[config.mk]
export PLATFORM = sky130hd
export DESIGN_NAME = swm_cell
export DESIGN_NICKNAME = d
export VERILOG_FILES = /design/src/swm_pkg.sv /design/src/swm_cell.sv
export SDC_FILE = /design/constraint.sdc
export NUM_CORES = 1
export LEC_CHECK = 0
export ABC_AREA = 1
export BUFFER_PORTS_ARGS = -buffer_cell sky130_fd_sc_hd__buf_2
export CAP_MARGIN = 20
export CORE_MARGIN = 3
export CORE_UTILIZATION = 30
export DETAILED_ROUTE_END_ITERATION = 8
export HOLD_SLACK_MARGIN = 0.02
export SYNTH_ARGS = -nofsm -noshare
export SYNTH_HDL_FRONTEND = slang
export SYNTH_SLANG_ARGS = --single-unit
[constraint.sdc]
create_clock -name clk_i -period 4.2 [get_ports clk_i]
set_clock_uncertainty 0.2 [all_clocks]
set_input_delay 0.63 -clock clk_i [delete_from_list [all_inputs] [get_ports clk_i]]
set_output_delay 0.63 -clock clk_i [all_outputs]
set_load 0.03 [all_outputs]
[src/swm_pkg.sv]
// Package for the sliding window minimum core.
// Holds field widths, parameter defaults and the shift control struct.
// No dependencies.
package swm_pkg;

  localparam int unsigned SampleW        = 31;
  localparam int unsigned CfgW           = 7;
  localparam int unsigned MaxWindowDef   = 64;
  localparam logic [CfgW-1:0] CfgResetVal = CfgW'(1);

  typedef struct packed {
    logic en;
    logic first;
  } swm_shift_t;

endpackage

[src/swm_cell.sv]
// One cell of the prefix-minimum chain.
// Holds the minimum of the newest samples up to its own depth; uses swm_pkg.
module swm_cell
  import swm_pkg::*;
(
  input  logic               clk_i,
  input  swm_shift_t         shift_i,
  input  logic [SampleW-1:0] sample_i,
  input  logic [SampleW-1:0] prev_min_i,
  output logic [SampleW-1:0] min_o
);

  logic [SampleW-1:0] min_q;
  logic [SampleW-1:0] min_d;

  always_comb begin
    if (shift_i.first || (sample_i < prev_min_i)) begin
      min_d = sample_i;
    end else begin
      min_d = prev_min_i;
    end
  end

  always_ff @(posedge clk_i) begin
    if (shift_i.en) begin
      min_q <= min_d;
    end
  end

  assign min_o = min_q;

endmodule

==> summary.txt, run 1 <==
Cells and area
  • Design area: 0.00286 mm2
  • Fill cells: 744
  • Nets: 472
  • N_diodes: 0
  • Layout cells sized above 1: 0.279
  • Area Growth Syn to Fin: 27.4%
  • Max reg flops: 31

Clocking
  • CTS Root Cell: clkbuf_8
  • CTS resizes: 0
  • Post-CTS Hold Fix Bufs: 0
  • CTS Buf Count: 5
  • Clock transition at path regs: 60 ps
  • H-tree level count: 2
  • Maximum clock path buffer count: 2
  • CTS tree: done
  • CTS Sinks: 31
  • Post-CTS Setup Bufs: 0

Routing
  • DRT Wirelength: 5240 um
  • Drt first pass iters: 4
  • Antenna Nets Post-Route: 0
  • Via-to-Cell Ratio: 4.35
  • Initial DRC count: 22
  • # DRC: 0
  • Routed WL per cell: 11.1 um
  • DR vias: 2053

Place
  • IO buf count: 95
  • Pre-CTS setup slack: 1290 ps
  • Dpl cell area: 0.00279 mm2
  • DP HPWL: 4040 um
  • RePlAce Congestion: 0.771

Logic synthesis
  • Synth area leader: edfxtp_1
  • Synth area leaders: edfxtp_1, nand2_1, ha_1
  • Top cell type's share of synthesized area: 0.414
  • Syn avg cell area: 7.97 um2
  • Ys Warns: 0
  • Yosys reg bits: 31
  • Proportion of synthesized chip area in sequential cells: 0.414
  • Synthesized area: 0.00225 mm2
  • Syn nets: 377
  • Synth cell types: 15
  • Syn Inst Count: 282

Power and ir drop
  • PD cells: 304 mW/mm2
  • Sw Pwr: 289 uW
  • Clock power share: 0.245
  • P_int: 582 uW
  • Sequential share of power: 0.447
  • Sw Share: 0.332
  • Comb power frac: 0.308
  • Leakage: 1.64 nW
  • Max VDD drop: 126 uV

Timing
  • Min Hold Slack: 438 ps
  • Min Tclk post-route: 2570 ps
  • Final worst-path setup slack: 1630 ps
  • Final Max Tran Viols: 0
  • Final period utilization: 0.611
  • Final Hold Vio Count: 0
  • # setup viols final: 0
  • FMAX: 0.389 GHz
  • Worst-margin pin slew: 741 ps
  • Relative slew slack: 0.506
  • RSZ-0062 raised after global routing: false
  • Setup TNS: 0 ps

Global route
  • Vias in the first global route: 1899
  • GRT Util Overall: 0.128
  • First-pass GRT wire length: 8690 um
  • Largest net degree at the start of global routing: 33
  • Antenna violations before repair: 0
  • Grt total ovfl: 0

Run
  • Max_cap viols: 0

Setup path
  • Required @ worst endpoint: 4030 ps
  • CP Class: in -> reg
  • Crit path launch type: primary input
  • Setup crit end kind: flop
  • Critical Path Fanout Max: 31
  • WP data arrival: 2400 ps

Floorplanning
  • I/O pin total: 96
  • Row count: 30
  • Core Footprint: 0.00702 mm2
  • Starting Density: 0.320
  • Die width: 92.6 um
  • Die area: 0.00857 mm2
  • Die height: 92.6 um

Status
  • Status: finished clean

Min path
  • Worst Hold Depth: 3
  • Class of the worst hold path: in -> reg
==> metal layers <==
metal	global-route usage	vias up	routed length (um)
met1	0.156	902	2300
met5	0	-	0
met2	0.221	58	2500
met3	0.0317	5	378
met4	0.0371	0	58
li1	-	1088	-
==> synth_stat cells <==
cell type and instances:
a21o_1 2, a21oi_1 9, and2b_1 1, buf_4 3
buf_6 3, clkbuf_1 3, edfxtp_1 31, ha_1 30
inv_1 46, nand2_1 109, nand2_2 2, nand3_1 32
nand4_1 1, nor2_1 9, nor3b_2 1
==> final timing paths <==
kind / start / end / slack [ps]
setup / recovery: prev_min_i[30] / min_o[24]$_DFFE_PP_ / 1630
hold / removal: sample_i[0] / min_o[0]$_DFFE_PP_ / 440
==> layout by cell type (no fill, tap or decap) <==
| cell type | synthesis | layout |
|---|---|---|
| clkbuf_1 | 3 | 1 |
| nand2_1 | 109 | 109 |
| edfxtp_1 | 31 | 31 |
| a21oi_1 | 9 | 9 |
| nor3b_2 | 1 | 1 |
| ha_1 | 30 | 30 |
| and2b_1 | 1 | 1 |
| buf_4 | 3 | 2 |
| clkbuf_8 | 0 | 5 |
| nand3_1 | 32 | 32 |
| nor2_1 | 9 | 9 |
| buf_2 | 0 | 95 |
| a21o_1 | 2 | 2 |
| nand4_1 | 1 | 1 |
| inv_1 | 46 | 46 |
| nand2_2 | 2 | 2 |
==> final cells by class <==
| class | instances | area [um2] | share of cell area |
|---|---|---|---|
| well taps | 96 | 120 | 0.0419 |
| repair buffers | 97 | 490 | 0.171 |
| flip-flops and latches | 31 | 931 | 0.325 |
| multi-input cells | 196 | 1080 | 0.376 |
| inverters | 46 | 173 | 0.0603 |
| clock buffers | 6 | 72.6 | 0.0253 |
==> metrics by stage <==
step                 util  total power, mW  std cells
floorplan               -            0.577        282
global placement    0.398            0.666        466
detailed placement  0.398            0.668        466
CTS                 0.408            0.887        472
global route        0.408            0.930        472
finish              0.408            0.871        472
==> power by group through the flow <==
stage,Clock (mW),Sequential [mW],Combinational (mW)
floorplan,0,0.466,0.111
global placement,0,0.396,0.270
finish,0.213,0.390,0.268
global route,0.234,0.392,0.304
detailed placement,0,0.396,0.273
CTS,0.224,0.390,0.273
==> logic make-up (layout without fill, tap and decap cells) <==
kind of cell	Yosys count	after routing	synth area share
buffers and inverters	55	149	0.107
DFF	31	31	0.414
AOI/OAI and AO/OA	11	11	0.0267
adders and majority gates	30	30	0.167
and+or+nand+nor	155	155	0.285
==> worst max-delay path, stage by stage <==
cell and delay, ps:
buf_2 90, inv_1 40, ha_1 280, nand2_1 70, nor2_1 130, nor3b_2 240, and2b_1 170, nand2_1 70
nand2_2 70, nand2_2 350, nand2_1 180, nand2_1 60
No activity file was read; power rests on OpenSTA's default activity.
==> run 2: changes to the inputs <==
- clock period: 4.2 -> 2.65 ns (I/O delays scaled with it)
==> summary.txt, run 2 (synthesis gave the netlist of run 1 again) <==
Status
  • Status: finished clean

Clocking
  • CTS tree: done
  • Maximum clock path buffer count: 2
  • Clock transition at path regs: 70 ps
  • CTS Buf Count: 5
  • H-tree level count: 2
  • Post-CTS Hold Fix Bufs: 0
  • CTS Root Cell: clkbuf_8
  • CTS Sinks: 31
  • Post-CTS Setup Bufs: 0
  • CTS resizes: 0

Cells and area
  • Area Growth Syn to Fin: 29.1%
  • Most frequent cells in the layout: nand2_1, buf_2, inv_1
  • Max reg flops: 31
  • Most common cell after layout, fill and taps aside: nand2_1
  • Fill cells: 750
  • N_diodes: 0
  • Layout cells sized above 1: 0.288
  • Nets: 476

Power and ir drop
  • Max VDD drop: 192 uV
  • PD cells: 488 mW/mm2
  • Leakage: 1.66 nW

Setup path
  • CP Cell Sequence: buf_2 > inv_1 > ha_1 > nand2_1 > nor2_1 > nor3b_2 > and2b_1 > nand2_1 > nand2_2 > nand2_2 > buf_4 > nand2_1 > nand2_1
  • Setup crit end kind: flop
  • Crit path launch type: primary input
  • Critical Path Fanout Max: 17
  • Cell family with most CP delay: simple AND/OR/NAND/NOR gates
  • Required @ worst endpoint: 2490 ps
  • CP max stage cell: ha_1
  • CP Class: in -> reg
  • Crit path largest cell delay: 280 ps
  • Critical path buffer and inverter count: 3
  • WP data arrival: 1950 ps
  • Cell mode on critical path: nand2_1

Floorplanning
  • Starting Density: 0.320
  • Core Footprint: 0.00702 mm2
  • Die width: 92.6 um
  • I/O pin total: 96
  • Row count: 30
  • Die area: 0.00857 mm2
  • Die height: 92.6 um

Timing
  • Final Hold Vio Count: 0
  • Worst-margin pin slew: 759 ps
  • RSZ-0062 raised after global routing: false
  • FMAX: 0.473 GHz
  • Min Tclk post-route: 2110 ps
  • # setup viols final: 0
  • Final Max Tran Viols: 0
  • Setup TNS: 0 ps
  • Relative slew slack: 0.494
  • Final period utilization: 0.798
  • Min Hold Slack: 198 ps

Global route
  • GRT Util Overall: 0.135
  • Largest net degree at the start of global routing: 32
  • First-pass GRT wire length: 9230 um
  • Grt total ovfl: 0
  • Antenna violations before repair: 0
  • Vias in the first global route: 2029

Routing
  • Antenna Nets Post-Route: 0
  • Routed WL per cell: 11.6 um
  • DR vias: 2092
  • DRT Wirelength: 5550 um
  • Via-to-Cell Ratio: 4.38
  • Initial DRC count: 57
  • # DRC: 0
  • Drt first pass iters: 4

Place
  • DP HPWL: 4380 um
  • IO buf count: 95
  • RePlAce Congestion: 0.757

Min path
  • Class of the worst hold path: in -> reg

Run
  • Max_cap viols: 0
## run 2: cell types whose count changed in the layout (fill, tap and decap cells not counted)
cell      delta
clkinv_2     +1
buf_4        +4
clkbuf_1     +1
## run 2: cell type report
type	count	area (um2)	share of cell area
Timing Repair Buffer	101	520	0.179
Tap cell	96	120	0.0414
Inverter	46	173	0.0595
Sequential cell	31	931	0.321
Clock buffer	7	76.3	0.0263
Multi-Input combinational cell	196	1080	0.371
Clock inverter	1	5.00	0.00172
## run 2: power by group
part	internal [mW]	switching [mW]	total, mW
Sequential	0.605	0.0131	0.618
Combinational	0.149	0.288	0.437
Clock	0.184	0.178	0.362
Total	0.939	0.479	1.42
## run 2: final timing paths
kind	startpoint	to	slack, ps	cells after the start
max	prev_min_i[30]	min_o[17]$_DFFE_PP_	540	13
min	sample_i[19]	min_o[19]$_DFFE_PP_	200	3
## run 2: metrics by stage
stage	std cells	setup WS [ps]	util	power [mW]	cell area [um2]
floorplan	282	582	-	0.914	2250
global placement	470	223	0.402	1.07	2820
detailed placement	470	202	0.402	1.07	2820
CTS	478	515	0.414	1.44	2900
global route	478	346	0.414	1.51	2900
finish	478	535	0.414	1.42	2900
## run 2: metal layers
layer / GRT usage / up-vias / routed length, um
li1: - / 1098 / -
met3: 0.0333 / 6 / 374
met1: 0.163 / 917 / 2470
met2: 0.237 / 71 / 2640
met4: 0.0408 / 0 / 72
met5: 0 / - / 0
## run 2: worst min-delay path: stages
cell	delay, ps
buf_2	90
nand2_1	50
nand2_1	50
